==> config.mk <==
export PLATFORM = sky130hd
export DESIGN_NAME = six_bit_text_line_decoder
export DESIGN_NICKNAME = d
export VERILOG_FILES = /design/src/design/sbtld_pkg.sv /design/src/design/sbtld_front.sv /design/src/design/sbtld_queue.sv /design/src/design/sbtld_back.sv /design/src/design/six_bit_text_line_decoder.sv
export SDC_FILE = /design/constraint.sdc
export NUM_CORES = 1
export LEC_CHECK = 0
export BUFFER_PORTS_ARGS = -buffer_cell sky130_fd_sc_hd__clkbuf_2
export CAP_MARGIN = 20
export CORE_ASPECT_RATIO = 0.8
export CORE_MARGIN = 8
export CORE_UTILIZATION = 25
export DETAILED_ROUTE_END_ITERATION = 7
export PLACE_DENSITY = 0.4
export SYNTH_ARGS = -nofsm -noshare
export SYNTH_HDL_FRONTEND = slang
export SYNTH_SLANG_ARGS = --single-unit
==> constraint.sdc <==
create_clock -name clk -period 2.7 [get_ports clk]
set_clock_uncertainty 0.05 [all_clocks]
set_input_delay 0.27 -clock clk [delete_from_list [all_inputs] [get_ports clk]]
set_output_delay 0.27 -clock clk [all_outputs]
set_load 0.02 [all_outputs]
==> src/design/sbtld_pkg.sv <==
// shared types, codes and case tables for the six-bit text line decoder
// no dependencies

package sbtld_pkg;

  localparam int CODE_W         = 6;
  localparam int CHAR_W         = 7;
  localparam int QDEPTH_DEFAULT = 4;

  localparam logic [CODE_W-1:0] CODE_BLANK     = 6'o00;
  localparam logic [CODE_W-1:0] CODE_SHIFT_UP  = 6'o70;
  localparam logic [CODE_W-1:0] CODE_SHIFT_LOW = 6'o71;
  localparam logic [CODE_W-1:0] CODE_SHIFT_CTL = 6'o72;
  localparam logic [CHAR_W-1:0] SPACE_CHAR     = 7'h20;

  typedef enum logic [1:0] {
    UPPER_SET = 2'd0,
    LOWER_SET = 2'd1,
    CTRL_SET  = 2'd2
  } case_t;

  // one queued command: a single character or a run of spaces
  typedef struct packed {
    logic              is_run;
    logic [CHAR_W-1:0] data;
  } cmd_t;

  typedef struct packed {
    logic valid;
    logic full;
    cmd_t head;
  } q_status_t;

  localparam logic [CHAR_W-1:0] TAB_UPPER [0:63] = '{
    7'h00, 7'h41, 7'h42, 7'h43, 7'h44, 7'h45, 7'h46, 7'h47,
    7'h48, 7'h49, 7'h4A, 7'h4B, 7'h4C, 7'h4D, 7'h4E, 7'h4F,
    7'h50, 7'h51, 7'h52, 7'h53, 7'h54, 7'h55, 7'h56, 7'h57,
    7'h58, 7'h59, 7'h5A, 7'h30, 7'h31, 7'h32, 7'h33, 7'h34,
    7'h35, 7'h36, 7'h37, 7'h38, 7'h39, 7'h2B, 7'h2D, 7'h2A,
    7'h2F, 7'h28, 7'h29, 7'h24, 7'h3D, 7'h20, 7'h2C, 7'h2E,
    7'h23, 7'h5B, 7'h5D, 7'h3A, 7'h22, 7'h5F, 7'h21, 7'h26,
    7'h27, 7'h3F, 7'h3C, 7'h3E, 7'h40, 7'h5C, 7'h5E, 7'h3B
  };

  localparam logic [CHAR_W-1:0] TAB_LOWER [0:63] = '{
    7'h00, 7'h61, 7'h62, 7'h63, 7'h64, 7'h65, 7'h66, 7'h67,
    7'h68, 7'h69, 7'h6A, 7'h6B, 7'h6C, 7'h6D, 7'h6E, 7'h6F,
    7'h70, 7'h71, 7'h72, 7'h73, 7'h74, 7'h75, 7'h76, 7'h77,
    7'h78, 7'h79, 7'h7A, 7'h30, 7'h31, 7'h32, 7'h33, 7'h34,
    7'h35, 7'h36, 7'h37, 7'h38, 7'h39, 7'h2B, 7'h2D, 7'h2A,
    7'h2F, 7'h28, 7'h29, 7'h24, 7'h3D, 7'h20, 7'h2C, 7'h2E,
    7'h27, 7'h3F, 7'h3C, 7'h3E, 7'h40, 7'h5C, 7'h5E, 7'h3B,
    7'h00, 7'h00, 7'h00, 7'h00, 7'h00, 7'h00, 7'h00, 7'h00
  };

  localparam logic [CHAR_W-1:0] TAB_CTL [0:63] = '{
    7'h00, 7'h01, 7'h02, 7'h03, 7'h04, 7'h05, 7'h06, 7'h07,
    7'h08, 7'h09, 7'h0A, 7'h0B, 7'h0C, 7'h0D, 7'h0E, 7'h0F,
    7'h10, 7'h11, 7'h12, 7'h13, 7'h14, 7'h15, 7'h16, 7'h17,
    7'h18, 7'h19, 7'h1A, 7'h1B, 7'h1C, 7'h1D, 7'h1E, 7'h1F,
    7'h00, 7'h00, 7'h00, 7'h00, 7'h00, 7'h00, 7'h00, 7'h5F,
    7'h00, 7'h00, 7'h00, 7'h00, 7'h00, 7'h00, 7'h00, 7'h00,
    7'h00, 7'h25, 7'h60, 7'h7B, 7'h7C, 7'h7D, 7'h7E, 7'h7F,
    7'h00, 7'h00, 7'h00, 7'h00, 7'h00, 7'h00, 7'h00, 7'h00
  };

  function automatic logic [CHAR_W-1:0] case_lookup(case_t c, logic [CODE_W-1:0] code);
    case (c)
      LOWER_SET: return TAB_LOWER[code];
      CTRL_SET:  return TAB_CTL[code];
      default:   return TAB_UPPER[code];
    endcase
  endfunction

endpackage

==> src/design/sbtld_front.sv <==
// front end: accepts codes, tracks case and blank compression, issues commands
// depends on sbtld_pkg

module sbtld_front import sbtld_pkg::*; (
  input  logic              clk,
  input  logic              rst,
  input  logic              push,
  input  logic [CODE_W-1:0] char_code,
  input  logic              line_start,
  input  q_status_t         q_status,
  output logic              full,
  output logic              enq,
  output cmd_t              enq_cmd
);

  case_t cur_case, cur_case_next, case_eff;
  logic  pending, pending_next, pending_eff;
  logic  accept;

  assign full   = q_status.full;
  assign accept = push & ~q_status.full;

  always_comb begin
    case_eff      = line_start ? UPPER_SET : cur_case;
    pending_eff   = line_start ? 1'b0 : pending;
    cur_case_next = cur_case;
    pending_next  = pending;
    enq           = 1'b0;
    enq_cmd       = '{is_run: 1'b0, data: case_lookup(case_eff, char_code)};
    if (accept) begin
      cur_case_next = case_eff;
      pending_next  = pending_eff;
      if (pending_eff) begin
        // code is a blank count
        pending_next = 1'b0;
        enq          = (char_code != '0);
        enq_cmd      = '{is_run: 1'b1, data: {1'b0, char_code}};
      end else begin
        case (char_code)
          CODE_BLANK:     pending_next  = 1'b1;
          CODE_SHIFT_UP:  cur_case_next = UPPER_SET;
          CODE_SHIFT_LOW: cur_case_next = LOWER_SET;
          CODE_SHIFT_CTL: cur_case_next = CTRL_SET;
          default:        enq           = 1'b1;
        endcase
      end
    end
  end

  always_ff @(posedge clk) begin
    if (rst) begin
      cur_case <= UPPER_SET;
      pending  <= 1'b0;
    end else begin
      cur_case <= cur_case_next;
      pending  <= pending_next;
    end
  end

endmodule

==> src/design/sbtld_queue.sv <==
// command queue between front and back ends
// depends on sbtld_pkg

module sbtld_queue import sbtld_pkg::*; #(
  parameter int DEPTH = QDEPTH_DEFAULT
) (
  input  logic      clk,
  input  logic      rst,
  input  logic      enq,
  input  cmd_t      enq_cmd,
  input  logic      deq,
  output q_status_t q_status
);

  localparam int PTR_W = (DEPTH > 1) ? $clog2(DEPTH) : 1;
  localparam int CNT_W = $clog2(DEPTH + 1);

  cmd_t             slots [DEPTH];
  logic [PTR_W-1:0] wr_ptr, rd_ptr;
  logic [CNT_W-1:0] count;
  logic             do_enq, do_deq;

  assign q_status.valid = (count != '0);
  assign q_status.full  = (count == CNT_W'(DEPTH));
  assign q_status.head  = slots[rd_ptr];
  assign do_enq = enq & ~q_status.full;
  assign do_deq = deq & q_status.valid;

  always_ff @(posedge clk) begin
    if (do_enq) begin
      slots[wr_ptr] <= enq_cmd;
    end
  end

  always_ff @(posedge clk) begin
    if (rst) begin
      wr_ptr <= '0;
      rd_ptr <= '0;
      count  <= '0;
    end else begin
      if (do_enq) begin
        wr_ptr <= (wr_ptr == PTR_W'(DEPTH - 1)) ? '0 : wr_ptr + 1'b1;
      end
      if (do_deq) begin
        rd_ptr <= (rd_ptr == PTR_W'(DEPTH - 1)) ? '0 : rd_ptr + 1'b1;
      end
      count <= count + CNT_W'(do_enq) - CNT_W'(do_deq);
    end
  end

endmodule

==> src/design/sbtld_back.sv <==
// back end: expands commands into output words, holds the output register
// depends on sbtld_pkg

module sbtld_back import sbtld_pkg::*; (
  input  logic              clk,
  input  logic              rst,
  input  q_status_t         q_status,
  input  logic              pop,
  output logic              deq,
  output logic              empty,
  output logic [CHAR_W-1:0] ascii_char,
  output logic              last_of_run
);

  logic              out_valid, out_valid_next;
  logic [CHAR_W-1:0] out_char, out_char_next;
  logic              out_last, out_last_next;
  logic [CODE_W-1:0] run_left, run_left_next;
  logic              can_load;

  assign empty       = ~out_valid;
  assign ascii_char  = out_char;
  assign last_of_run = out_last;
  assign can_load    = ~out_valid | pop;

  always_comb begin
    out_valid_next = out_valid;
    out_char_next  = out_char;
    out_last_next  = out_last;
    run_left_next  = run_left;
    deq            = 1'b0;
    if (can_load) begin
      out_valid_next = 1'b0;
      if (run_left != '0) begin
        out_valid_next = 1'b1;
        out_char_next  = SPACE_CHAR;
        out_last_next  = (run_left == CODE_W'(1));
        run_left_next  = run_left - 1'b1;
      end else if (q_status.valid) begin
        deq            = 1'b1;
        out_valid_next = 1'b1;
        if (q_status.head.is_run) begin
          out_char_next = SPACE_CHAR;
          out_last_next = (q_status.head.data[CODE_W-1:0] == CODE_W'(1));
          run_left_next = q_status.head.data[CODE_W-1:0] - 1'b1;
        end else begin
          out_char_next = q_status.head.data;
          out_last_next = 1'b1;
        end
      end
    end
  end

  always_ff @(posedge clk) begin
    out_char <= out_char_next;
    out_last <= out_last_next;
  end

  always_ff @(posedge clk) begin
    if (rst) begin
      out_valid <= 1'b0;
      run_left  <= '0;
    end else begin
      out_valid <= out_valid_next;
      run_left  <= run_left_next;
    end
  end

endmodule

==> src/design/six_bit_text_line_decoder.sv <==
// top level of the six-bit text line decoder
// depends on sbtld_pkg, sbtld_front, sbtld_queue, sbtld_back
//
//   channel  handshake    fields
//   input    push / full  char_code[5:0], line_start
//   result   empty / pop  ascii_char[6:0], last_of_run
//
// each code is taken when pushed; the front end never waits except on a full queue
// on pop the back end gives one word per cycle: one per character, n per blank run of n
// shift codes, the blank marker and a zero count give no word and leave the queue alone
// while popped, sustained output rate is one word per cycle, set by the back end
// synchronous reset clears case and compression and empties queue and output register
// a stalled result only blocks input once the queue of QUEUE_DEPTH commands is full

module six_bit_text_line_decoder import sbtld_pkg::*; #(
  parameter int QUEUE_DEPTH = QDEPTH_DEFAULT
) (
  input  logic              clk,
  input  logic              rst,
  input  logic              push,
  output logic              full,
  input  logic [CODE_W-1:0] char_code,
  input  logic              line_start,
  output logic              empty,
  input  logic              pop,
  output logic [CHAR_W-1:0] ascii_char,
  output logic              last_of_run
);

  q_status_t q_status;
  cmd_t      enq_cmd;
  logic      enq, deq;

  sbtld_front u_front (
    .clk        (clk),
    .rst        (rst),
    .push       (push),
    .char_code  (char_code),
    .line_start (line_start),
    .q_status   (q_status),
    .full       (full),
    .enq        (enq),
    .enq_cmd    (enq_cmd)
  );

  sbtld_queue #(
    .DEPTH (QUEUE_DEPTH)
  ) u_queue (
    .clk      (clk),
    .rst      (rst),
    .enq      (enq),
    .enq_cmd  (enq_cmd),
    .deq      (deq),
    .q_status (q_status)
  );

  sbtld_back u_back (
    .clk         (clk),
    .rst         (rst),
    .q_status    (q_status),
    .pop         (pop),
    .deq         (deq),
    .empty       (empty),
    .ascii_char  (ascii_char),
    .last_of_run (last_of_run)
  );

endmodule

=== Yosys cells after proc, flatten, opt, wreduce, memory -nomap -nowiden ===
Memory sizes are Yosys's and may differ from the RTL's. A register that Yosys moved wholly into a read port is not among the register bits.
Index checks and enable logic that the tools add are counted.

* Flip-flop bits (word level): 25
* Logic and storage cells: 82
* ROM bits: 1344
* Bits in writable memories: 32
* Memories kept: 4
* Output and inout port bits: 10
* Input port bits: 11

* Eq/ne operators: 10
* Magnitude comparators: 1
* Reductions and logical operators: 9
* Add/subtract/negate cells: 6
* Bitwise logic cells: 7
* Muxes and demuxes: 36

{| class="wikitable"
|+ Memories
! name !! words !! width !! read ports !! clocked after memory_dff !! write ports !! line !! RTL
|-
| (no name shown) || 64 || 7 || 1 || 0 || 0 || sbtld_pkg.sv:69 || <nowiki>LOWER_SET: return TAB_LOWER[code];</nowiki>
|-
| (no name shown) || 64 || 7 || 1 || 0 || 0 || sbtld_pkg.sv:70 || <nowiki>CTRL_SET: return TAB_CTL[code];</nowiki>
|-
| (no name shown) || 64 || 7 || 1 || 0 || 0 || sbtld_pkg.sv:71 || <nowiki>default: return TAB_UPPER[code];</nowiki>
|-
| u_queue.slots || 4 || 8 || 1 || 1 || 1 || sbtld_queue.sv:18 || <nowiki>cmd_t slots [DEPTH];</nowiki>
|}

{| class="wikitable"
|+ Operator list
! kind !! number
|-
| two-way mux 7 bit || 8
|-
| == test 6 bit (second input constant) || 3
|-
| two-way mux 6 bit || 3
|-
| two-way mux 8 bit || 2
|-
| two-way mux 1 bit || 15
|-
| case mux 7 bit (2 select lines) || 1
|-
| == test 6 x 1 -> 1 bit (second input constant) || 2
|-
| two-way mux 2 bit || 6
|-
| nonzero test 6 bit || 2
|-
| subtractor 6 x 1 -> 6 bit (second input constant) || 2
|-
| greater-or-equal comparator 7 bit (second input constant) || 1
|-
| NOT 6 -> 7 bit || 1
|-
| == test 2 bit (second input constant) || 3
|-
| zero test 6 bit || 1
|-
| case mux 2 bit (3 select lines) || 1
|-
| adder 2 x 1 -> 2 bit (second input constant) || 2
|-
| nonzero test 2 bit || 2
|-
| OR reduction 4 bit || 1
|-
| adder 3 x 1 -> 3 bit || 1
|-
| AND 1 bit || 3
|-
| == test 3 bit (second input constant) || 1
|-
| AND reduction 3 bit || 1
|-
| nonzero test 3 bit || 1
|-
| subtractor 3 x 1 -> 3 bit || 1
|-
| other kinds (4) || 5
|}

=== Longest topological paths before layout ===
Gate-level depths: netlist of the first run.

* Depth in word-level cells: 8
* Mapped depth: 14
* Depth with buffers taken out: 13

=== Modules after synthesis ===
A second synthesis of the first run with hierarchy kept.

* Cells, all modules: 365
* Area, all modules: 3746.1 um2

{| class="wikitable"
|+ By module, submodules not included
! module !! sequential area each (um2) !! times used !! area an instance (um2) !! cells an instance
|-
| sbtld_queue || 1141.1 || 1 || 1640.3 || 93
|-
| sbtld_front || 60.1 || 1 || 1204.9 || 180
|-
| sbtld_back || 380.4 || 1 || 900.9 || 92
|}

=== Least setup slack after synthesis of the first run ===
No wires, ideal clock.

* Path kind: reg2reg
* From: register u_back.run_left[0]
* To: register u_queue.count[2]
* Setup time: 0.128 ns
* Period minus slack after synthesis: 2.779 ns
* Path slack: -0.079 ns
* Required time: 2.522 ns
* Path buffers: 1
* Data arrival time: 2.601 ns
* Stages on the path, launching flop included: 15
* Cell sequence: dfxtp_1 -> inv_1 -> ha_1 -> or2b_1 -> and2b_1 -> buf_6 -> nand2_1 -> nor3_1 -> a21o_1 -> ha_1 -> inv_1 -> fa_1 -> xor2_1 -> xnor2_1 -> nor2_1

* Cells in the longest elaborated chain, start to end: 5

{| class="wikitable"
|+ Ends and longest elaborated chain
! what !! line !! RTL
|-
| start, declared || sbtld_back.sv:18 || <nowiki>logic [CODE_W-1:0] run_left, run_left_next;</nowiki>
|-
| start signal, assigned || sbtld_back.sv:65 || <nowiki>run_left <= run_left_next;</nowiki>
|-
| nonzero test 6 bit || sbtld_back.sv:34 || <nowiki>if (run_left != '0) begin</nowiki>
|-
| two-way mux 1 bit || sbtld_back.sv:34 ||
|-
| two-way mux 1 bit || sbtld_back.sv:32 || <nowiki>if (can_load) begin</nowiki>
|-
| AND 1 bit || sbtld_queue.sv:27 || <nowiki>assign do_deq = deq & q_status.valid;</nowiki>
|-
| subtractor 3 x 1 -> 3 bit || sbtld_queue.sv:47 || <nowiki>count <= count + CNT_W'(do_enq) - CNT_W'(do_deq);</nowiki>
|-
| end signal, assigned || sbtld_queue.sv:47 ||
|-
| end, declared || sbtld_queue.sv:20 || <nowiki>logic [CNT_W-1:0] count;</nowiki>
|}

Every way passes these cells.
A chain may end at the register's enable or synchronous reset.

=== Worst setup path in the final report of the first run ===
* From: register u_back.run_left[1]
* To: register u_queue.count[2]

The elaborated chain is that of the path after synthesis.

==> PnR_summary.wiki, run 1 <==
{| class="wikitable"
! Metric !! Value
|-
| Result of the run || completed
|-
| CP Capture Type || flop
|-
| Sequential cell area fraction in the yosys report || 0.4313
|-
| Category of the critical setup timing path || flop to flop
|-
| Maximum frequency from static timing analysis || 0.3918 GHz
|-
| Total iterations of the first detailed-routing run || 4
|-
| WL met2 || 4024 um
|-
| Tightest Pin Transition || 475.2 ps
|-
| Total via count after detailed routing || 2,943
|-
| Clock-pin slew on the worst setup and hold paths || 60 ps
|-
| Hold Violations, Final || 0
|-
| Placed Cells incl. Taps || 594
|-
| Leading register cell type out of synthesis || edfxtp_1
|-
| Syn-to-layout area delta || 23.06%
|-
| Top sig layer || met4
|-
| Netlist Area Pre-Place || 0.003667 mm^2
|-
| Post-layout instance count excluding filler cells || 613
|-
| TritonCTS Buffers || 9
|-
| Number of buffers inserted for hold repair after clock tree synthesis || 0
|-
| Req. time, crit path || 2840 ps
|-
| Ant diodes || 0
|-
| Half-perimeter wire length after detailed placement || 6868 um
|-
| DRT iter0 DRCs || 191
|-
| Synthesized netlist net count || 406
|-
| Remaining antenna violation count || 0
|-
| Routability congestion estimate || 0.8115
|-
| P_leak || 0.001736 uW
|-
| Total met3 wirelength after detailed routing || 498 um
|-
| Most common cell in the netlist || edfxtp_1
|-
| Post-detailed-route wirelength per cell || 14.95 um
|-
| Unrepaired setup endpoints after global routing || false
|-
| Filler cells || 1,461
|-
| Effective utilization at floorplan || 0.2565
|-
| Net switching component of the power || 1434 uW
|-
| Clock network fraction of design power || 0.289
|-
| Pin count of the biggest net entering global routing || 33
|-
| Share of total power consumed by net switching || 0.3452
|-
| Setup_tns || 0 ps
|-
| Tmin final || 2553 ps
|-
| Average cell area after synthesis || 9.806 um^2
|-
| Critical-path maximum fanout || 5
|-
| Total global-route track usage || 0.09971
|-
| First-pass GRT wire length || 14,980 um
|-
| Flop pwr share || 0.321
|-
| Routed wire length || 9166 um
|-
| GRT Residual Overflow || 0
|-
| Share of the core filled with cells in the final layout || 0.3157
|-
| # port buffers || 20
|-
| CTS H-tree lvls || 3
|-
| Classification of the worst-slack hold path || input pin to flop
|-
| Launching element type of the critical path || flop
|-
| Final setup violation count || 0
|-
| Final worst path period share || 0.9454
|-
| Area of the die || 0.01882 mm^2
|-
| Worst vdd ir || 0.0003955 V
|-
| Fraction of final layout cells sized beyond drive strength 1 || 0.2145
|-
| Clock tree root buffer cell || clkbuf_16
|-
| Yosys top cell area share || 0.3275
|-
| Via count of the first global-routing pass || 2,880
|-
| Yosys synthesis warning count || 0
|-
| Chip height || 124.3 um
|-
| Headroom to the max-slew limit || 0.6787
|-
| Total placed instance area || 0.004165 mm^2
|-
| P per Cell Area || 920.4 mW/mm^2
|-
| Async set-reset flop share out of synthesis || 0
|-
| Vias per cell || 4.801
|-
| Clock tree from TritonCTS || built
|-
| Max Cap Violations || 0
|-
| Standard cell core area || 0.01430 mm^2
|-
| Number of enable-type register cells in the synthesized netlist || 40
|-
| Cell taking the most area after synthesis || edfxtp_1
|-
| Skew-Pair Late Insertion Delay || 320 ps
|-
| Count of pins over their slew limit || 0
|-
| Mapped Cells || 374
|-
| Combinational cell fraction of total power || 0.390
|-
| Unique masters post-synth || 58
|-
| Number of DRC violations after detailed routing || 0
|-
| Net count, final || 456
|-
| Number of synthesized register bits || 59
|-
| Cell internal power dissipation || 2720 uW
|-
| Met1 wire length || 4525 um
|-
| Num ports || 21
|-
| Final instance area || 0.004513 mm^2
|-
| Arrival @ worst endpoint || 2700 ps
|-
| Clock sinks || 59
|-
| Number of antenna violations at the first check in global routing || 0
|-
| Buffer levels on the longest clock path || 2
|-
| Most numerous cell types in the synthesized netlist || 40 x edfxtp_1, 35 x nand2_1, 33 x nor2_1
|-
| FP Rows || 39
|-
| Synth top area cells || edfxtp_1 33%, dfxtp_1 10%, ha_1 6.8%, o21ai_0 3.8%, mux4_2 3.7%
|-
| Die extent in x || 151.4 um
|}
layout make-up:
cell class                      count  area (um^2)  share of cell area
Inverter                           23        88.84             0.01968
Clock inverter                      6        88.84             0.01968
Clock buffer                       10        229.0             0.05073
Timing Repair Buffer               58        385.4             0.08539
Multi-Input combinational cell    273         1907              0.4225
Sequential cell                    59         1584              0.3510
Tap cell                          184        230.2             0.05101
power by group through the flow:
stage               Combinational (uW)  Clock [uW]  Sequential (uW)
global placement                  1600           0             1340
finish                            1620        1200             1330
detailed placement                1600           0             1340
CTS                               1610        1230             1320
floorplan                         1080           0             1380
global route                      1810        1270             1360
through the flow:
| stage | hold WS, ps | power, uW | setup WS (ps) |
|---|---|---|---|
| 2_1_floorplan | 398.7 | 2465 | 24.70 |
| 3_3_place_gp | 417.4 | 2940 | 101.7 |
| 3_5_place_dp | 426.7 | 2937 | 57.12 |
| 4_1_cts | 285.2 | 4164 | 5.179 |
| 5_1_grt | 361.3 | 4431 | 7.475 |
| 6_report | 306.5 | 4154 | 147.5 |
kinds of logic after synthesis:
group                    count (synthesis)  share of synthesized area
AO/OA/AOI/OAI                          102                     0.1788
AND/OR/NAND/NOR                        125                     0.1665
XOR/XNOR                                 7                    0.01672
multiplexers                            18                    0.07881
flip-flops                              59                     0.4313
adder cells (fa/ha/maj)                 21                    0.07370
buffers and inverters                   42                    0.05425
routing by layer:
metal | vias to the layer above | global-route usage
met3 | 9 | 0.03341
met5 | - | 0
met4 | 0 | 0.03312
met2 | 72 | 0.1462
li1 | 1483 | -
met1 | 1379 | 0.1337
state kept, by name (all words and copies together), names as in the netlist, named ones only:
name / flops
u_queue.slots: 32
u_back.ascii_char: 7
u_back.run_left: 6
u_queue.count: 3
u_front.cur_case: 2
u_queue.rd_ptr: 2
u_queue.wr_ptr: 2
u_back.last_of_run: 1
u_back.out_valid: 1
u_front.pending: 1
cells in the final DEF, fill, tap and decap left out, types with 3 or more instances in the layout:
cell type / count
edfxtp_1: 40
clkbuf_16: 9
a221oi_1: 3
nor2b_1: 5
xnor2_1: 4
nand2_1: 34
ha_1: 19
and2_1: 9
nor3_1: 12
o21ai_0: 28
nor2_1: 33
nand2b_1: 6
inv_1: 18
a21oi_1: 26
buf_4: 38
o211ai_1: 7
a211oi_1: 3
o31ai_1: 3
a31oi_1: 7
nand3_1: 9
a311oi_1: 4
clkinv_1: 3
mux2i_1: 9
dfxtp_1: 17
mux4_2: 6
xor2_1: 3
clkbuf_2: 20
and3_1: 3
a32oi_1: 3
worst paths after layout:
| kind | start | to | slack (ps) | depth (start not counted) |
|---|---|---|---|---|
| max | u_back.run_left[1] | u_queue.count[2] | 150 | 13 |
| min | push | u_front.pending | 310 | 4 |
| max reg2reg | u_back.run_left[1] | u_queue.count[2] | 150 | 13 |
| min reg2reg | u_front.pending | u_front.pending | 430 | 2 |
what timing repair did:
| item | in CTS | in global routing |
|---|---|---|
| endpoints found under the setup margin | 0 | 1 |
| buffers inserted | 0 | 3 |
| resized for setup | 0 | 6 |
critical path: stages (launching register included):
cell,delay (ps)
dfxtp_2,330
inv_2,80
ha_4,160
or2b_1,250
and2b_1,230
nand2_2,80
nor3_2,200
a21o_1,120
ha_1,130
inv_1,50
fa_1,370
xor2_1,180
xnor2_1,140
nor2_1,50
Note: power is estimated with default switching activity, not from simulation.
==> run 2: changes to the inputs <==
--- a/config.mk
+++ b/config.mk
@@ -7,7 +7,6 @@
 export LEC_CHECK = 0
 export BUFFER_PORTS_ARGS = -buffer_cell sky130_fd_sc_hd__clkbuf_2
 export CAP_MARGIN = 20
-export CORE_ASPECT_RATIO = 0.8
 export CORE_MARGIN = 8
 export CORE_UTILIZATION = 25
 export DETAILED_ROUTE_END_ITERATION = 7
==> run 2 against run 1 <==
  * Fmax increased by 0.41%
  * Sequential share of layout area increased by 0.23 points
  * Hold slack improved by 15 ps
  * Largest cell class unchanged
  * Sequential power about the same
  * Power increased by 1.6%
  * Non-clock buffer count decreased by 7
  * Design area decreased by 0.72%
  * Global-route usage increased by 0.18 points
  * Die area decreased by 0.13%
  * Largest power group unchanged
  * Register-to-register slack about the same
  * Via count increased by 0.88%
  * First-iteration DRC count increased by 6.8%
==> PnR_summary.wiki, run 2 (synthesis gave the netlist of run 1 again) <==
{| class="wikitable"
! Metric !! Value
|-
| Result of the run || completed
|-
| Worst setup path startpoint || u_back.run_left[0]
|-
| R2r setup slk || 160 ps (about the same)
|-
| Routability congestion estimate || 0.8519 (+5.0%)
|-
| Share of total power consumed by net switching || 0.3373 (-0.007820)
|-
| Flop pwr share || 0.315 (-0.006)
|-
| Half-perimeter wire length after detailed placement || 6680 um (-2.7%)
|-
| Skew-Pair Late Insertion Delay || 320 ps (about the same)
|-
| Launching element type of the critical path || flop
|-
| Leading cell type in the layout, fill and taps excluded || edfxtp_1
|-
| Clock sinks || 59 (unchanged)
|-
| Arrival @ worst endpoint || 2690 ps (about the same)
|-
| Min-Delay Startpoint || push
|-
| Routed wire length || 8963 um (-2.2%)
|-
| Last element of the critical path || u_queue.count[2]
|-
| Crit path largest cell delay || 360 ps (about the same)
|-
| FP Rows || 44 (+13%)
|-
| Tmin final || 2542 ps (-10.40 ps)
|-
| R2R cell count || 13 (unchanged)
|-
| Net switching component of the power || 1424 uW (-0.70%)
|-
| Classification of the worst-slack hold path || input pin to flop
|-
| Area of the die || 0.01880 mm^2 (-0.13%)
|-
| Headroom to the max-slew limit || 0.6738 (-0.004897)
|-
| First-pass GRT wire length || 15,180 um (+1.3%)
|-
| Num ports || 21 (unchanged)
|-
| TritonCTS Buffers || 9 (unchanged)
|-
| Remaining antenna violation count || 0 (unchanged)
|-
| Number of DRC violations after detailed routing || 0 (unchanged)
|-
| RR Endpoint || u_queue.count[2]
|-
| Count of pins over their slew limit || 0 (unchanged)
|-
| Cell internal power dissipation || 2796 uW (+2.8%)
|-
| Max Cap Violations || 0 (unchanged)
|-
| CP Capture Type || flop
|-
| Final worst path period share || 0.9415 (-0.003853)
|-
| Pin count of the biggest net entering global routing || 32 (-3.0%)
|-
| Smallest setup slack after layout || 157.9 ps (+10.40 ps)
|-
| Fraction of final layout cells sized beyond drive strength 1 || 0.2014 (-0.01303)
|-
| Die extent in x || 137.1 um (-9.4%)
|-
| Hold Violations, Final || 0 (unchanged)
|-
| Buffer levels on the longest clock path || 2 (unchanged)
|-
| Maximum frequency from static timing analysis || 0.3934 GHz (+0.41%)
|-
| Unrepaired setup endpoints after global routing || false
|-
| Clock tree from TritonCTS || built
|-
| Total via count after detailed routing || 2,969 (+0.88%)
|-
| Syn-to-layout area delta || 22.18%
|-
| Total global-route track usage || 0.1015 (+0.001806)
|-
| Chip height || 137.1 um (+10%)
|-
| Combinational cell fraction of total power || 0.381 (-0.009)
|-
| Req. time, crit path || 2850 ps (about the same)
|-
| Clock tree root buffer cell || clkbuf_16
|-
| Setup_tns || 0 ps (unchanged)
|-
| GRT Residual Overflow || 0 (unchanged)
|-
| Standard cell core area || 0.01442 mm^2 (+0.88%)
|-
| Post-layout power || 4220 uW (+1.6%)
|-
| Tightest Pin Transition || 489.2 ps (+14.04 ps)
|-
| P_leak || 0.001718 uW (-1.1%)
|-
| Critical-path maximum fanout || 5 (unchanged)
|-
| Crit Reg-Reg Startpoint || u_back.run_left[0]
|-
| Category of the critical setup timing path || flop to flop
|-
| Clock network fraction of design power || 0.304 (+0.015)
|-
| Vias per cell || 4.899 (+2.0%)
|-
| Register with the most flip-flops || u_queue.slots
|-
| Clock-pin slew on the worst setup and hold paths || 60 ps (about the same)
|-
| Critical-path cell with the highest stage delay || fa_1
|-
| Filler cells || 1,501 (+2.7%)
|-
| Worst vdd ir || 0.0003218 V (-19%)
|-
| CTS H-tree lvls || 3 (unchanged)
|-
| Effective utilization at floorplan || 0.2543 (-0.002247)
|-
| Post-detailed-route wirelength per cell || 14.79 um (-1.1%)
|-
| Ant diodes || 0 (unchanged)
|-
| Flip-flop count of the largest register, all copies and words added || 32 (unchanged)
|-
| Via count of the first global-routing pass || 2,929 (+1.7%)
|-
| Number of antenna violations at the first check in global routing || 0 (unchanged)
|-
| Net count, final || 449 (-1.5%)
|-
| Commonest non-fill, non-tap cells in the layout || 40 x edfxtp_1, 34 x nand2_1, 33 x nor2_1
|-
| Critical path, cell by cell || inv_2 -> ha_4 -> or2b_1 -> and2b_1 -> nand2_2 -> nor3_2 -> a21o_1 -> ha_1 -> inv_1 -> fa_1 -> xor2_1 -> xnor2_1 -> nor2_1
|-
| P per Cell Area || 941.8 mW/mm^2 (+2.3%)
|-
| Setup slack after placement || 91.54 ps (+34.42 ps)
|-
| DRT iter0 DRCs || 204 (+6.8%)
|-
| Total iterations of the first detailed-routing run || 8 (+4)
|-
| Final setup violation count || 0 (unchanged)
|-
| # port buffers || 20 (unchanged)
|}
[run 2: cell types whose count changed in the layout (fill, tap and decap cells not counted), sizes merged]
cell	delta
clkinvlp	-1
buf	-7
clkinv	+2
inv	-1
clkbuf	-1
bufinv	+1
[run 2: area by class of cell]
cell class                 count  area, um^2  area share
clock inverter                 7       116.4     0.02597
sequential                    59        1583      0.3533
inverter                      23       86.33     0.01927
multi-input combinational    273        1907      0.4256
timing repair buffer          51       332.8     0.07428
tap                          184       230.2     0.05138
clock buffer                   9       225.2     0.05027
[run 2: timing repair]
action                                  4_1_cts  5_1_grt
hold buffers                                  0        0
resized for setup                             0        4
endpoints found under the setup margin        0        1
setup buffers                                 0        0
[run 2: metrics by stage]
stage | cell area (um^2) | utilization | hold WS, ps | std cells
2_1_floorplan | 3685 | - | 398.7 | 374
3_3_place_gp | 4135 | 0.2867 | 434.7 | 590
3_5_place_dp | 4135 | 0.2867 | 437.8 | 590
4_1_cts | 4477 | 0.3104 | 300.5 | 606
5_1_grt | 4481 | 0.3106 | 333.7 | 606
6_report | 4481 | 0.3106 | 321.2 | 606
[run 2: how the worst min path moves through the flow]
stage | end | cells past startpoint
floorplan | u_front.pending | 2
global placement | u_front.pending | 2
detailed placement | u_front.pending | 2
CTS | u_front.pending | 4
global route | u_front.cur_case[0] | 4
finish | u_front.pending | 4
[run 2: power groups by stage]
stage	registers, uW	logic, uW	clock network, uW
after floorplan	1380	1080	0
after global placement	1340	1620	0
after detailed placement	1340	1610	0
after CTS	1330	1620	1320
after global routing	1360	1820	1360
final	1330	1610	1280
[run 2: worst max-delay path, delay by kind of cell (launching register included)]
| family | cells | cell delay, ps |
|---|---|---|
| buf+inv | 2 | 110 |
| simple gates | 5 | 820 |
| compound gates | 1 | 120 |
| fa+ha+maj | 3 | 640 |
| flops | 1 | 340 |
| xor+xnor | 2 | 320 |
[run 2: metal layers]
layer	routed length, um	track usage
met5	0	0
met3	490	0.02717
met1	3929	0.1215
met2	4413	0.1740
met4	129	0.02957
